File: src/hw/rtl/bptc_pkg.sv
package bptc_pkg;

    localparam int NUM_MASKS  = 8;
    localparam int CFG_IDX_W  = 4;
    localparam int CFG_DATA_W = 16;
    localparam int LINES_W    = 8;
    localparam int BYTE_W     = 8;
    localparam int LEVEL_W    = 12;
    localparam int MAX_PAIRS  = 16;

    localparam logic [BYTE_W-1:0]  CMD_SEND      = 8'd115;
    localparam logic [12:0]        FULL_ON_COUNT = 13'h1000;

    typedef logic [CFG_DATA_W-1:0] t_mask;
    typedef logic [LEVEL_W-1:0]    t_level;

    localparam t_mask MASK_RESET [NUM_MASKS] = '{
        16'd224, 16'd16, 16'd32768, 16'd8192, 16'd20480, 16'd771, 16'd771, 16'd3072
    };

endpackage

File: src/hw/rtl/bptc_in_if.sv
interface bptc_in_if
    import bptc_pkg::*;
();
    logic                     valid;
    logic                     ready;
    logic                     kind;
    logic [LINES_W-1:0]       buttons;
    logic signed [BYTE_W-1:0] cmd_byte;

    modport source (output valid, kind, buttons, cmd_byte, input ready);
    modport sink   (input valid, kind, buttons, cmd_byte, output ready);
endinterface

File: src/hw/rtl/bptc_out_if.sv
interface bptc_out_if;
    logic        valid;
    logic        ready;
    logic [3:0]  channel;
    logic [12:0] on_count;
    logic [11:0] off_count;
    logic        last;

    modport source (output valid, channel, on_count, off_count, last, input ready);
    modport sink   (input valid, channel, on_count, off_count, last, output ready);
endinterface

File: src/hw/rtl/button_toggle_pwm_phase_controller.sv
// Per item: a command byte is taken in idle; 's' sends NPAIR on/off words; a button sample
// steps each button, walks NPAIR channels per button that fires, then sends NPAIR words if
// any channel toggled. NPAIR = min(NUM_CHANNELS, 16). Words go out one per cycle while the
// sink is ready, from an output register loaded by the step that made them.
// Throughput: one item at a time; steps one button or channel per cycle, stalling in emit.
// Reset (synchronous, active low) clears levels, press counts, selected channel; reloads masks.
module button_toggle_pwm_phase_controller
    import bptc_pkg::*;
#(
    parameter int NUM_BUTTONS     = 8,
    parameter int NUM_CHANNELS    = 16,
    parameter int PRESS_THRESHOLD = 3
) (
    input  logic                  i_clk,
    input  logic                  i_rst_n,
    bptc_in_if.sink               i_in,
    bptc_out_if.source            o_out,
    input  logic                  i_cfg_we,
    input  logic [CFG_IDX_W-1:0]  i_cfg_idx,
    input  logic [CFG_DATA_W-1:0] i_cfg_data
);

    // Derived sizes
    localparam int NPAIR = (NUM_CHANNELS < MAX_PAIRS) ? NUM_CHANNELS : MAX_PAIRS;
    localparam int CHW   = $clog2(NPAIR);
    localparam int LW    = $clog2(NUM_CHANNELS);
    localparam int BW    = (NUM_BUTTONS > 1) ? $clog2(NUM_BUTTONS) : 1;
    localparam int PCW   = $clog2(PRESS_THRESHOLD + 2);
    localparam int HALF  = NUM_CHANNELS / 2;

    // Sequencer states
    localparam logic [1:0] S_IDLE = 2'd0;
    localparam logic [1:0] S_BTN  = 2'd1;   // one button per cycle
    localparam logic [1:0] S_TOG  = 2'd2;   // one channel per cycle, toggling
    localparam logic [1:0] S_EMIT = 2'd3;   // one on/off word per cycle while the output is free

    logic [1:0]           r_state;
    t_mask                r_masks [NUM_MASKS];
    logic                 r_full  [NUM_CHANNELS];   // level is full on (0xFFFF)
    t_level               r_lvl   [NUM_CHANNELS];
    logic [PCW-1:0]       r_press [NUM_BUTTONS];
    logic [3:0]           r_sel;
    logic [LINES_W-1:0]   r_lines;
    logic [BW-1:0]        r_btn;
    logic [CHW-1:0]       r_ch;
    t_mask                r_mask;
    logic                 r_seen;
    logic                 r_turn_on;
    logic                 r_send;
    logic [LEVEL_W-1:0]   r_sum;
    logic                 r_out_valid;
    logic [3:0]           r_out_ch;
    logic [12:0]          r_out_on;
    logic [11:0]          r_out_off;
    logic                 r_out_last;

    // Input decode
    logic                 accept;
    logic [BYTE_W-1:0]    raw;
    logic [3:0]           step;
    logic [15:0]          scaled;
    t_level               set_level;
    logic                 sel_ok;

    // Button step
    logic                 pressed;
    logic                 btn_in_map;
    logic [PCW-1:0]       n_cnt;
    logic                 fire;
    logic                 btn_last;

    // Channel step
    logic [LW-1:0]        ch_idx;
    logic                 ch_last;
    logic                 mask_bit;
    logic                 ch_zero;
    logic                 cur_on;
    logic                 out_free;
    logic [LEVEL_W-1:0]   base_sum;
    logic [LEVEL_W-1:0]   n_sum;

    assign accept   = i_in.valid && i_in.ready;
    assign i_in.ready = (r_state == S_IDLE);

    // Level set: 0x0FFF*k/16 = ((k << 12) - k) >> 4
    assign raw       = i_in.cmd_byte;
    assign step      = raw[3:0];
    assign scaled    = {step, 12'd0} - 16'(step);
    assign set_level = scaled[15:4];
    assign sel_ok    = (int'(r_sel) < NUM_CHANNELS);

    // Buttons past the eighth have no line and no mask: always released
    assign btn_in_map = (int'(r_btn) < NUM_MASKS);
    assign pressed    = btn_in_map && !r_lines[3'(r_btn)];
    assign btn_last   = (r_btn == BW'(NUM_BUTTONS - 1));

    always_comb begin
        if (!pressed) begin
            n_cnt = '0;
        end else if (r_press[r_btn] <= PCW'(PRESS_THRESHOLD)) begin
            n_cnt = r_press[r_btn] + PCW'(1);
        end else begin
            n_cnt = r_press[r_btn];
        end
    end

    assign fire = pressed && (n_cnt == PCW'(PRESS_THRESHOLD));

    assign ch_idx   = LW'(r_ch);
    assign ch_last  = (r_ch == CHW'(NPAIR - 1));
    assign mask_bit = r_mask[4'(r_ch)];
    assign ch_zero  = !r_full[ch_idx] && (r_lvl[ch_idx] == '0);
    // first masked channel decides on or off for the whole mask
    assign cur_on   = r_seen ? r_turn_on : ch_zero;

    // phase sum restarts at the middle channel
    assign base_sum = (int'(r_ch) == HALF) ? '0 : r_sum;
    assign n_sum    = base_sum + r_lvl[ch_idx];
    assign out_free = !r_out_valid || o_out.ready;

    always_ff @(posedge i_clk) begin
        if (!i_rst_n) begin
            r_state     <= S_IDLE;
            r_sel       <= '0;
            r_btn       <= '0;
            r_ch        <= '0;
            r_seen      <= 1'b0;
            r_turn_on   <= 1'b0;
            r_send      <= 1'b0;
            r_sum       <= '0;
            r_out_valid <= 1'b0;
            for (int i = 0; i < NUM_MASKS; i++) begin
                r_masks[i] <= MASK_RESET[i];
            end
            for (int i = 0; i < NUM_CHANNELS; i++) begin
                r_full[i] <= 1'b0;
                r_lvl[i]  <= '0;
            end
            for (int i = 0; i < NUM_BUTTONS; i++) begin
                r_press[i] <= '0;
            end
        end else begin
            if (i_cfg_we && (int'(i_cfg_idx) < NUM_MASKS)) begin
                r_masks[3'(i_cfg_idx)] <= i_cfg_data;
            end

            if (o_out.ready && r_state != S_EMIT) begin
                r_out_valid <= 1'b0;
            end

            unique case (r_state)
                S_IDLE: begin
                    if (accept) begin
                        if (!i_in.kind) begin
                            r_lines <= i_in.buttons;
                            r_btn   <= '0;
                            r_send  <= 1'b0;
                            r_state <= S_BTN;
                        end else if (!raw[7]) begin
                            if (raw == CMD_SEND) begin
                                r_ch    <= '0;
                                r_sum   <= '0;
                                r_state <= S_EMIT;
                            end else if (raw < 8'd16) begin
                                r_sel <= raw[3:0];
                            end else if (raw < 8'd32) begin
                                if (sel_ok) begin
                                    r_full[LW'(r_sel)] <= 1'b0;
                                    r_lvl[LW'(r_sel)]  <= set_level;
                                end
                            end
                        end
                    end
                end
                S_BTN: begin
                    r_press[r_btn] <= n_cnt;
                    if (fire) begin
                        r_mask  <= r_masks[3'(r_btn)];
                        r_ch    <= '0;
                        r_seen  <= 1'b0;
                        r_state <= S_TOG;
                    end else if (btn_last) begin
                        r_ch    <= '0;
                        r_sum   <= '0;
                        r_state <= r_send ? S_EMIT : S_IDLE;
                    end else begin
                        r_btn <= r_btn + BW'(1);
                    end
                end
                S_TOG: begin
                    if (mask_bit) begin
                        r_seen            <= 1'b1;
                        r_turn_on         <= cur_on;
                        r_full[ch_idx]    <= cur_on;
                        r_lvl[ch_idx]     <= '0;
                    end
                    if (ch_last) begin
                        if (btn_last) begin
                            r_ch    <= '0;
                            r_sum   <= '0;
                            r_state <= (r_send || r_seen || mask_bit) ? S_EMIT : S_IDLE;
                        end else begin
                            r_send  <= r_send || r_seen || mask_bit;
                            r_btn   <= r_btn + BW'(1);
                            r_state <= S_BTN;
                        end
                    end else begin
                        r_ch <= r_ch + CHW'(1);
                    end
                end
                S_EMIT: begin
                    if (out_free) begin
                        r_out_valid <= 1'b1;
                        r_sum       <= r_full[ch_idx] ? base_sum : n_sum;
                        if (ch_last) begin
                            r_state <= S_IDLE;
                        end else begin
                            r_ch <= r_ch + CHW'(1);
                        end
                    end
                end
                default: begin
                    r_state <= S_IDLE;
                end
            endcase
        end
    end

    // Output word payload
    always_ff @(posedge i_clk) begin
        if (r_state == S_EMIT && out_free) begin
            r_out_ch   <= 4'(r_ch);
            r_out_last <= ch_last;
            if (r_full[ch_idx]) begin
                r_out_on  <= FULL_ON_COUNT;
                r_out_off <= '0;
            end else begin
                r_out_on  <= 13'(base_sum);
                r_out_off <= n_sum;
            end
        end
    end

    assign o_out.valid     = r_out_valid;
    assign o_out.channel   = r_out_ch;
    assign o_out.on_count  = r_out_on;
    assign o_out.off_count = r_out_off;
    assign o_out.last      = r_out_last;

endmodule

File: src/flat_wrapper.sv
// flat-port wrapper written by rule: the top's interface ports become plain ports
module button_toggle_pwm_phase_controller_flat import bptc_pkg::*;
#(
    parameter int NUM_BUTTONS     = 8,
    parameter int NUM_CHANNELS    = 16,
    parameter int PRESS_THRESHOLD = 3
)
  (i_clk, i_rst_n, i_cfg_we, i_cfg_idx, i_cfg_data, i_in_valid, i_in_kind, i_in_buttons, i_in_cmd_byte, i_in_ready, o_out_valid, o_out_channel, o_out_on_count, o_out_off_count, o_out_last, o_out_ready);
  bptc_in_if i_in_i ();
  bptc_out_if o_out_i ();
  input  logic i_clk;
  input  logic i_rst_n;
  input  logic i_cfg_we;
  input  logic [CFG_IDX_W-1:0] i_cfg_idx;
  input  logic [CFG_DATA_W-1:0] i_cfg_data;
  input wire logic [$bits(i_in_i.valid)-1:0] i_in_valid;
  input wire logic [$bits(i_in_i.kind)-1:0] i_in_kind;
  input wire logic [$bits(i_in_i.buttons)-1:0] i_in_buttons;
  input wire logic [$bits(i_in_i.cmd_byte)-1:0] i_in_cmd_byte;
  output wire logic [$bits(i_in_i.ready)-1:0] i_in_ready;
  output wire logic [$bits(o_out_i.valid)-1:0] o_out_valid;
  output wire logic [$bits(o_out_i.channel)-1:0] o_out_channel;
  output wire logic [$bits(o_out_i.on_count)-1:0] o_out_on_count;
  output wire logic [$bits(o_out_i.off_count)-1:0] o_out_off_count;
  output wire logic [$bits(o_out_i.last)-1:0] o_out_last;
  input wire logic [$bits(o_out_i.ready)-1:0] o_out_ready;
  assign i_in_i.valid = i_in_valid;
  assign i_in_i.kind = i_in_kind;
  assign i_in_i.buttons = i_in_buttons;
  assign i_in_i.cmd_byte = i_in_cmd_byte;
  assign i_in_ready = i_in_i.ready;
  assign o_out_valid = o_out_i.valid;
  assign o_out_channel = o_out_i.channel;
  assign o_out_on_count = o_out_i.on_count;
  assign o_out_off_count = o_out_i.off_count;
  assign o_out_last = o_out_i.last;
  assign o_out_i.ready = o_out_ready;
  button_toggle_pwm_phase_controller #(.NUM_BUTTONS(NUM_BUTTONS), .NUM_CHANNELS(NUM_CHANNELS), .PRESS_THRESHOLD(PRESS_THRESHOLD)) u_core (.i_clk(i_clk), .i_rst_n(i_rst_n), .i_in(i_in_i), .o_out(o_out_i), .i_cfg_we(i_cfg_we), .i_cfg_idx(i_cfg_idx), .i_cfg_data(i_cfg_data));
endmodule
File: config.mk
export PLATFORM = sky130hd
export DESIGN_NAME = button_toggle_pwm_phase_controller_flat
export DESIGN_NICKNAME = d
export VERILOG_FILES = /design/src/hw/rtl/bptc_pkg.sv /design/src/hw/rtl/bptc_in_if.sv /design/src/hw/rtl/bptc_out_if.sv /design/src/hw/rtl/button_toggle_pwm_phase_controller.sv /design/src/flat_wrapper.sv
export SDC_FILE = /design/constraint.sdc
export NUM_CORES = 1
export LEC_CHECK = 0
export ABC_AREA = 1
export BUFFER_PORTS_ARGS = -buffer_cell sky130_fd_sc_hd__buf_4
export CAP_MARGIN = 30
export CELL_PAD_IN_SITES_DETAIL_PLACEMENT = 1
export CELL_PAD_IN_SITES_GLOBAL_PLACEMENT = 1
export CORE_MARGIN = 3
export CORE_UTILIZATION = 53
export CTS_CLUSTER_SIZE = 8
export DETAILED_ROUTE_END_ITERATION = 7
export GPL_TIMING_DRIVEN = 0
export PLACE_DENSITY_LB_ADDON = 0.25
export RECOVER_POWER = 25
export SYNTH_ARGS = -nofsm -noshare
export SYNTH_HDL_FRONTEND = slang
export SYNTH_SLANG_ARGS = --single-unit
export TNS_END_PERCENT = 20
File: constraint.sdc
create_clock -name i_clk -period 8.03 [get_ports i_clk]
set_input_delay 1.2045 -clock i_clk [delete_from_list [all_inputs] [get_ports i_clk]]
set_output_delay 1.2045 -clock i_clk [all_outputs]
set_load 0.05 [all_outputs]
==> results of run 1 <==
routing by layer:
metal,GRT usage,vias up,wire length (um)
li1,-,6496,-
met1,0.374,7186,21300
met2,0.607,676,30300
met3,0.0512,194,3530
met4,0.150,0,2840
met5,0,-,0
state kept, by name (all words and copies together) (netlist names), 2 cells and up, named ones only:
| signal | cells |
|---|---|
| u_core.r_state | 2 |
| u_core.r_press | 24 |
| u_core.o_out.off_count | 12 |
| u_core.r_sum | 12 |
| u_core.r_full | 16 |
| u_core.o_out.channel | 4 |
| u_core.r_btn | 3 |
| u_core.ch_idx | 4 |
| u_core.r_mask | 16 |
| u_core.r_lvl | 112 |
| u_core.o_out.on_count | 13 |
| u_core.r_masks | 128 |
| u_core.r_sel | 4 |
| u_core.r_lines | 8 |
placed cells by master, fill, tap and decap left out, drive strengths merged:
master	netlist	routed
a211oi	2	2
nor2	425	425
dfxtp	52	52
ha	20	20
a21boi	3	3
o21bai	1	1
a22o	14	14
nor3	29	29
o31ai	1	1
a21oi	60	60
nand2	376	376
a22oi	20	20
fa	1	1
nand3	107	107
o221ai	1	1
o21a	1	1
o311ai	1	1
o21ai	78	78
clkinv	2	4
or2	2	2
o2111a	1	1
a221oi	12	12
clkbuf	35	172
inv	188	190
buf	43	75
nand4	25	25
nand3b	2	2
xnor2	2	2
a31oi	2	2
nor4	1	1
xor2	5	5
o211ai	26	26
edfxtp	318	318
Yosys cell counts, types with 3 or more instances:
master,instances,area share
dfxtp_1,52,0.059
a22oi_1,20,0.0086
nor2_4,4,0.0026
buf_1,8,0.0017
ha_1,20,0.014
buf_6,5,0.0032
nand2_4,3,0.0019
nor2_1,419,0.090
xor2_1,5,0.0025
a221oi_1,12,0.0060
edfxtp_1,318,0.54
nand2_2,17,0.0061
nand3_2,7,0.0040
a21oi_1,60,0.017
buf_4,6,0.0026
inv_1,174,0.037
o21ai_0,73,0.021
a22o_1,14,0.0070
o211ai_1,26,0.011
a21boi_0,3,0.0013
o21ai_1,5,0.0014
nor3_2,17,0.0097
nand3_1,98,0.028
inv_2,14,0.0030
buf_2,24,0.0069
clkbuf_1,35,0.0075
nand2_1,356,0.076
nand4_1,24,0.0086
nor3_1,12,0.0034
worst max-delay path by stage:
stage,depth (start not counted),startpoint,slack [ns],to
6_report,18,flip-flop,3.87,u_core.r_sum[8]
2_1_floorplan,2,o_out_ready,4.88,u_core.o_out.channel[0]
4_1_cts,18,flip-flop,3.98,u_core.r_sum[8]
5_1_grt,17,flip-flop,3.71,u_core.r_sum[8]
3_5_place_dp,5,i_rst_n,3.88,u_core.r_masks[1][15]
3_3_place_gp,5,i_rst_n,3.72,u_core.r_lines[7]
final cells by class:
class                      instances  area [um^2]  area share
inverter                         190          713      0.0356
clock inverter                     4         53.8     0.00269
sequential                       370        10600       0.529
tap                              435          544      0.0272
multi-input combinational       1218         5840       0.292
timing repair buffer              76          440      0.0220
buffer                            78          380      0.0190
clock buffer                      93         1460      0.0727
where the power goes:
group | total (mW) | switching [mW] | internal [mW]
Clock | 2.05 | 0.835 | 1.22
Combinational | 0.907 | 0.682 | 0.225
Sequential | 2.26 | 0.0486 | 2.21
Total | 5.22 | 1.57 | 3.65
kinds of logic (layout without fill, tap and decap cells):
group,Yosys count,in the layout,synth area share
compound gates,223,223,0.0779
xor+xnor,7,7,0.00350
fa+ha+maj,21,21,0.0154
buf+inv,268,441,0.0625
flops,370,370,0.604
simple gates,967,967,0.236
worst max-delay path, cell delays in order, from the launching register on:
cell	delay, ns
dfxtp_1	0.43
clkbuf_1	0.64
o21ai_0	0.26
o211ai_1	0.28
nand3_1	0.16
nand2_1	0.29
ha_1	0.22
inv_1	0.07
fa_1	0.44
o31ai_1	0.43
nand2_1	0.15
nand2_1	0.10
nand2_1	0.05
nand2_1	0.06
nor2_1	0.05
a21oi_1	0.13
nor2_1	0.06
nand2_1	0.10
a21oi_1	0.06
through the flow:
stage / hold WS (ns) / area (um^2)
CTS: 0.463 / 20200
global route: 0.497 / 20000
finish: 0.466 / 20000
global placement: 0.451 / 18600
floorplan: 0.431 / 17500
detailed placement: 0.455 / 18700
==> flow_metrics.py, run 1 <==
metrics = {
    "clock_tree": {
        "cts_max_level": 2,
        "numCtsBuffers": 52,
        "cts.clk_slew.worst_paths_ns": 0.05,
        "clockRootBuffer": "clkbuf_16",
        "cts_setup_buffers": 0,
        "clk_latency_ns": 0.57,
        "clockBufferDepth": 3,
        "cts-resized-gates": 0,
        "clock_sinks": 370,
        "cts_tree": "done",
        "cts_hold_buffers": 0,
    },
    "floorplan": {
        "num_rows": 65,
        "core_um2": 32000,
        "fp.dieH_um": 188,
        "die_w_um": 188,
        "design.die.area_um2": 35300,
        "io_pins": 74,
        "initial_core_util": 0.547,
    },
    "global_routing": {
        "grt_usage": 0.329,
        "grt_pass1_vias": 15843,
        "overflow": 0,
        "grt_max_degree": 31,
        "grt_pass1_wl_mm": 90.2,
        "antenna_found_initial": 0,
    },
    "layout": {
        "area_growth_pct": 14.2,
        "final_util": 0.625,
        "fin_nets": 2049,
        "final_cells": 2464,
        "fillerInstances": 3666,
        "n_antenna_cell": 0,
        "drive_above_1_share": 0.0966,
    },
    "synth": {
        "yosys_warnings": 0,
        "ys_seq_area_frac": 0.604,
        "synthesis.area_um2": 17500,
        "synth_nets": 1919,
        "post_synth_inst_count": 1856,
        "synth-edff-count": 318,
        "ys_ff_latch": 370,
        "avgSynthCellArea_um2": 9.44,
        "synth-async-reset-ratio": 0,
        "synthDistinctLibCells": 47,
        "synthFlopType": "edfxtp_1",
    },
    "status": {
        "violations": "capacitance limit",
        "status": "finished with violations",
    },
    "drt": {
        "drtPass1Iterations": 5,
        "first_iter_violations": 1402,
        "ant_nets": 0,
        "routed_wl_mm": 58.0,
        "drc": 0,
        "num_vias": 14552,
        "viasPerCell": 5.91,
        "wl_per_cell_um": 23.5,
    },
    "placement": {
        "dp_cells": 2367,
        "dp_worst_setup_slack_ns": 3.88,
        "hpwl_mm": 39.9,
        "routabilityCongestion": 0.924,
        "io_buffers": 73,
    },
    "timing": {
        "worst_slack_ns": 3.87,
        "max_freq_mhz": 241,
        "fin_skew_ns": 0.0339,
        "tightest_slew_ns": 1.49,
        "drv_slew": 0,
        "rsz0062_at_grt": "false",
        "setup_viol_count_final": 0,
        "finalCriticalPeriod_ns": 4.16,
        "setup_tns_ns": 0,
        "post-route-period-util": 0.518,
        "hold_viol": 0,
        "maxSlewHeadroom": 0.000648,
    },
    "worst_hold_path": {
        "min_delay_worst_endpoint": "u_core.r_sum[2]",
        "hold_start": "u_core.r_sum[2]",
        "hold_path_class": "flip-flop to flip-flop",
        "hold_depth": 2,
    },
    "critical_path": {
        "end_kind": "flip-flop",
        "path_max_fanout": 10,
        "crit_type": "flip-flop to flip-flop",
        "worstReg2RegEnd": "u_core.r_sum[8]",
        "start_kind": "flip-flop",
        "reg2reg_setup_slack_ns": 3.87,
        "cp.required_ns": 8.44,
        "arrival_ns": 4.57,
        "ff2ff_path_depth": 18,
    },
    "pwr": {
        "power_mw": 5.22,
        "peakVddDrop_v": 0.000195,
        "p_leak_nw": 8.01,
        "pwr_density_cell_nw_per_um2": 261,
    },
    "job": {
        "cap_violations": 1,
    },
}
No activity file was read; power rests on OpenSTA's default activity.
==> inputs of run 2 (changes only) <==
--- a/config.mk
+++ b/config.mk
@@ -11,7 +11,7 @@
 export CELL_PAD_IN_SITES_DETAIL_PLACEMENT = 1
 export CELL_PAD_IN_SITES_GLOBAL_PLACEMENT = 1
 export CORE_MARGIN = 3
-export CORE_UTILIZATION = 53
+export CORE_UTILIZATION = 49
 export CTS_CLUSTER_SIZE = 8
 export DETAILED_ROUTE_END_ITERATION = 7
 export GPL_TIMING_DRIVEN = 0
==> constraint.sdc (replaced) <==
create_clock -name i_clk -period 4.3 [get_ports i_clk]
set_input_delay 0.645 -clock i_clk [delete_from_list [all_inputs] [get_ports i_clk]]
set_output_delay 0.645 -clock i_clk [all_outputs]
set_load 0.05 [all_outputs]
==> flow_metrics.py, run 2 (same netlist as run 1, synthesis figures left out) <==
metrics = {
    "status": {
        "status": "finished clean",
    },
    "timing": {
        "maxSlewHeadroom": 0.327,
        "rsz0062_at_grt": "false",
        "finalCriticalPeriod_ns": 4.08,
        "setup_viol_count_final": 0,
        "post-route-period-util": 0.949,
        "worst_slack_ns": 0.221,
        "drv_slew": 0,
        "max_freq_mhz": 245,
        "hold_viol": 0,
        "fin_skew_ns": 0.0123,
        "setup_tns_ns": 0,
        "tightest_slew_ns": 1.00,
    },
    "global_routing": {
        "grt_pass1_wl_mm": 86.1,
        "antenna_found_initial": 1,
        "grt_pass1_vias": 15434,
        "grt_max_degree": 31,
        "grt_usage": 0.291,
        "overflow": 0,
    },
    "drt": {
        "viasPerCell": 5.72,
        "drc": 0,
        "drtPass1Iterations": 5,
        "wl_per_cell_um": 22.5,
        "first_iter_violations": 1088,
        "ant_nets": 0,
        "routed_wl_mm": 55.9,
        "num_vias": 14208,
    },
    "worst_hold_path": {
        "min_delay_worst_endpoint": "u_core.r_lines[3]",
        "hold_path_class": "primary input to flip-flop",
        "hold_depth": 1,
        "hold_start": "i_in_buttons[3]",
    },
    "pwr": {
        "p_leak_nw": 8.04,
        "pwr_density_cell_nw_per_um2": 485,
        "peakVddDrop_v": 0.000373,
    },
    "clock_tree": {
        "cts_max_level": 2,
        "cts-resized-gates": 0,
        "clockRootBuffer": "clkbuf_16",
        "cts.clk_slew.worst_paths_ns": 0.05,
        "clock_sinks": 370,
        "cts_setup_buffers": 0,
        "cts_hold_buffers": 0,
        "numCtsBuffers": 52,
        "clk_latency_ns": 0.59,
        "cts_tree": "done",
        "clockBufferDepth": 3,
    },
    "layout": {
        "fin_nets": 2050,
        "n_antenna_cell": 0,
        "mostFrequentLayoutCells": "nor2_1 (419), nand2_1 (356), edfxtp_1 (318)",
        "regMostFlops": "u_core.r_masks",
        "largest_register_ffs": 128,
        "drive_above_1_share": 0.101,
        "top_regs": "u_core.r_masks: 128 flops, u_core.r_lvl: 112 flops, u_core.r_press: 24 flops",
        "area_growth_pct": 14.6,
        "final_common_cell": "nor2_1",
        "final_cells": 2486,
        "final_util": 0.576,
    },
    "critical_path": {
        "ff2ff_path_depth": 17,
        "path_max_fanout": 10,
        "cp.required_ns": 4.80,
        "crit_type": "flip-flop to flip-flop",
        "start_kind": "flip-flop",
        "worstReg2RegEnd": "u_core.r_sum[8]",
        "reg2reg_setup_slack_ns": 0.22,
        "arrival_ns": 4.58,
        "end_kind": "flip-flop",
    },
    "floorplan": {
        "core_um2": 34900,
        "io_pins": 74,
        "design.die.area_um2": 38100,
        "die_w_um": 195,
        "initial_core_util": 0.502,
        "fp.dieH_um": 195,
        "num_rows": 68,
    },
    "placement": {
        "io_buffers": 73,
        "dp_worst_setup_slack_ns": 0.305,
        "hpwl_mm": 39.3,
        "dp_cells": 2388,
        "routabilityCongestion": 0.873,
    },
    "job": {
        "cap_violations": 0,
    },
}
-- run 2: changes by cell type in the layout (fill, tap and decap cells not counted), moves of 2 or more --
cell      previous run  this run
inv_1              176       174
inv_2               12        14
buf_2               23        25
nand2_1            358       356
clkbuf_1           112       109
-- run 2: per-stage QoR --
step | power, mW | hold WS (ns) | instance area, um^2
2_1_floorplan | 5.35 | 0.431 | 17500
3_3_place_gp | 5.87 | 0.447 | 18600
3_5_place_dp | 5.94 | 0.457 | 18700
4_1_cts | 9.79 | 0.217 | 20200
5_1_grt | 10.1 | 0.239 | 20100
6_report | 9.74 | 0.263 | 20100
-- run 2: final cells by class --
class / instances / area [um^2]
Inverter: 190 / 713
Fill cell: 4028 / 14800
Sequential cell: 370 / 10600
Multi-Input combinational cell: 1218 / 5840
Clock inverter: 3 / 22.5
Clock buffer: 95 / 1490
Buffer: 77 / 379
Tap cell: 455 / 569
Timing Repair Buffer: 78 / 475
-- run 2: worst max-delay path, cell delays in order (launching register included) --
cell	delay [ns]
dfxtp_1	0.46
clkbuf_1	0.58
o21ai_0	0.21
o211ai_1	0.25
nand3_1	0.16
nand2_1	0.30
ha_1	0.25
inv_1	0.08
fa_1	0.47
o31ai_1	0.40
nand2_1	0.15
nand3_1	0.12
nand2_1	0.06
nor2_1	0.15
a21oi_1	0.06
nor2_1	0.09
nand2_1	0.07
a21oi_1	0.13
-- run 2: how the worst max path moves through the flow --
| stage | to | slack [ns] | cells after the start |
|---|---|---|---|
| floorplan | u_core.r_sum[8] | 1.46 | 19 |
| global placement | u_core.r_sum[8] | 0.42 | 19 |
| detailed placement | u_core.r_sum[8] | 0.30 | 18 |
| CTS | u_core.r_sum[8] | 0.27 | 18 |
| global route | u_core.r_sum[8] | 0.008 | 18 |
| finish | u_core.r_sum[8] | 0.22 | 17 |
-- run 2: report_power, final --
part	switching (mW)	internal, mW	total [mW]
logic	1.24	0.425	1.66
registers	0.0856	4.13	4.21
clock network	1.55	2.32	3.86
total	2.87	6.87	9.74
-- run 2: per-layer routing --
metal	track usage	up-vias	part of all wire
li1	-	6495	-
met1	0.330	6999	0.37
met2	0.538	552	0.52
met3	0.0492	160	0.056
met4	0.127	2	0.044
met5	0	-	0.00030
==> inputs of run 3 (changes only) <==
--- a/config.mk
+++ b/config.mk
@@ -17,6 +17,7 @@
 export GPL_TIMING_DRIVEN = 0
 export PLACE_DENSITY_LB_ADDON = 0.25
 export RECOVER_POWER = 25
+export REMOVE_ABC_BUFFERS = 1
 export SYNTH_ARGS = -nofsm -noshare
 export SYNTH_HDL_FRONTEND = slang
 export SYNTH_SLANG_ARGS = --single-unit
==> flow_metrics.py, run 3 (same netlist as run 1, synthesis figures left out) <==
metrics = {
    "critical_path": {
        "crit_path_max_incr_delay_ns": 0.58,
        "path_delay_family": "simple AND/OR/NAND/NOR gates",
        "path_common_cell": "nand2_1",
        "end_kind": "flip-flop",
        "ff2ff_path_depth": 17,
        "path_cells": "buf_12 > o21ai_0 > o211ai_1 > nand3_1 > nand2_1 > ha_1 > inv_1 > fa_1 > o31ai_2 > nand2_1 > nand3_1 > nand2_1 > nor2_1 > a21oi_1 > nor2_1 > nand2_1 > a21oi_1",
        "crit_buf_inv": 2,
        "crit_type": "flip-flop to flip-flop",
        "worstReg2RegEnd": "u_core.r_sum[8]",
        "arrival_ns": 4.45,
        "path_max_fanout": 46,
        "reg2reg_setup_slack_ns": 0.37,
        "cp.required_ns": 4.82,
        "start_kind": "flip-flop",
        "crit_slowest_cell": "dfxtp_4",
    },
    "layout": {
        "final_util": 0.571,
        "postLayoutCellArea_um2": 19900,
        "seq_area_um2": 10600,
        "drive_above_1_share": 0.0944,
        "final_common_cell": "nor2_1",
        "n_antenna_cell": 0,
        "top_regs": "u_core.r_masks: 128 flops, u_core.r_lvl: 112 flops, u_core.r_press: 24 flops",
        "fin_nets": 1979,
        "largest_register_ffs": 128,
        "mostFrequentLayoutCells": "nor2_1 (419), nand2_1 (355), edfxtp_1 (318)",
        "fillerInstances": 3935,
        "regMostFlops": "u_core.r_masks",
        "area_growth_pct": 13.6,
        "multi_input_area_um2": 5910,
    },
    "timing": {
        "max_freq_mhz": 254,
        "post-route-period-util": 0.915,
        "whs_ns": 0.279,
        "fin_skew_ns": 0.0584,
        "tightest_slew_ns": 1.65,
        "hold_viol": 0,
        "finalCriticalPeriod_ns": 3.93,
        "setup_viol_count_final": 0,
        "maxSlewHeadroom": -0.0992,
        "drv_slew": 100,
        "rsz0062_at_grt": "false",
    },
    "floorplan": {
        "design.die.area_um2": 38100,
        "core_um2": 34900,
        "io_pins": 74,
        "initial_core_util": 0.502,
        "fp.dieH_um": 195,
        "num_rows": 68,
        "die_w_um": 195,
    },
    "drt": {
        "routed_wl_mm": 49.8,
        "viasPerCell": 5.67,
        "wl_per_cell_um": 20.6,
        "first_iter_violations": 889,
        "ant_nets": 0,
        "drtPass1Iterations": 5,
        "num_vias": 13683,
        "drc": 0,
    },
    "placement": {
        "hpwl_mm": 32.7,
        "routabilityCongestion": 0.870,
        "dpl-instance-area_um2": 18500,
        "io_buffers": 73,
    },
    "global_routing": {
        "antenna_found_initial": 0,
        "overflow": 0,
        "grt_max_degree": 69,
        "grt_usage": 0.261,
        "grt_pass1_wl_mm": 79.0,
        "grt_pass1_vias": 14489,
    },
    "status": {
        "violations": "capacitance limit, slew limit",
        "status": "finished with violations",
    },
    "worst_hold_path": {
        "hold_path_class": "primary input to flip-flop",
        "min_delay_worst_endpoint": "u_core.r_lines[6]",
        "hold_start": "i_in_buttons[6]",
        "hold_depth": 1,
    },
    "pwr": {
        "peakVddDrop_v": 0.000339,
        "p_leak_nw": 7.87,
        "pwr_density_cell_nw_per_um2": 487,
        "power_mw": 9.70,
    },
    "clock_tree": {
        "cts.clk_slew.worst_paths_ns": 0.06,
        "cts_max_level": 2,
        "clockRootBuffer": "clkbuf_16",
        "clk_latency_ns": 0.61,
        "clock_sinks": 370,
        "cts_hold_buffers": 0,
        "clockBufferDepth": 3,
        "numCtsBuffers": 52,
        "cts_tree": "done",
    },
    "job": {
        "cap_violations": 2,
    },
}
[run 3: cell types whose count changed in the layout (fill, tap and decap cells not counted), moves of 6 or more]
| cell | delta |
|---|---|
| buf_6 | -6 |
| clkbuf_1 | -35 |
| buf_1 | -7 |
| buf_2 | -25 |
| nor3_2 | -6 |
| nor3_4 | +6 |
[run 3: what timing repair did]
| action | in CTS | in global routing |
|---|---|---|
| setup endpoints to repair | 7 | 9 |
| gates resized for setup | 3 | 6 |
| gates cloned | 1 | 0 |
| buffers inserted | 0 | 2 |
[run 3: worst max path at each step]
stage	cells past startpoint	to	slack, ns	startpoint
finish	17	u_core.r_sum[8]	0.37	flip-flop
floorplan	18	u_core.r_sum[9]	0.13	flip-flop
detailed placement	18	u_core.r_sum[8]	-0.23	flip-flop
global route	18	u_core.r_sum[9]	0.01	flip-flop
global placement	18	u_core.r_sum[9]	-1.97	flip-flop
CTS	16	u_core.r_sum[8]	0.002	flip-flop
[run 3: metrics by stage]
| step | worst slack (ns) | std cells | setup TNS, ns |
|---|---|---|---|
| 2_1_floorplan | 0.133 | 1778 | 0 |
| 3_5_place_dp | -0.233 | 2314 | -0.507 |
| 4_1_cts | 0.00241 | 2413 | 0 |
| 3_3_place_gp | -1.97 | 2306 | -68.92 |
| 5_1_grt | 0.0111 | 2415 | 0 |
| 6_report | 0.366 | 2415 | 0 |
[run 3: report_power, final]
| group | internal [mW] | leakage [nW] | switching [mW] |
|---|---|---|---|
| clock network | 2.29 | 0.723 | 1.57 |
| registers | 4.13 | 3.54 | 0.117 |
| logic | 0.400 | 3.61 | 1.19 |
[run 3: area by class of cell]
type	instances	share of cell area
Tap cell	455	0.0286
Clock inverter	4	0.00440
Timing Repair Buffer	83	0.0279
Inverter	190	0.0364
Clock buffer	94	0.0733
Multi-Input combinational cell	1218	0.297
Sequential cell	370	0.532
Timing Repair inverter	1	0.000377
[run 3: worst reg2reg max path, delay by kind of cell (launching register included)]
family	cells	cell delay [ns]
AO/OA/AOI/OAI	5	1.04
adder cells (fa/ha/maj)	2	0.70
buffers and inverters	2	0.35
flip-flops	1	0.58
AND/OR/NAND/NOR	8	1.17
[run 3: routing by layer]
metal	routed length [um]	up-vias	GRT usage
met4	1560	0	0.0956
met3	2540	104	0.0345
li1	-	6342	-
met2	26100	426	0.476
met5	0	-	0
met1	19600	6811	0.316
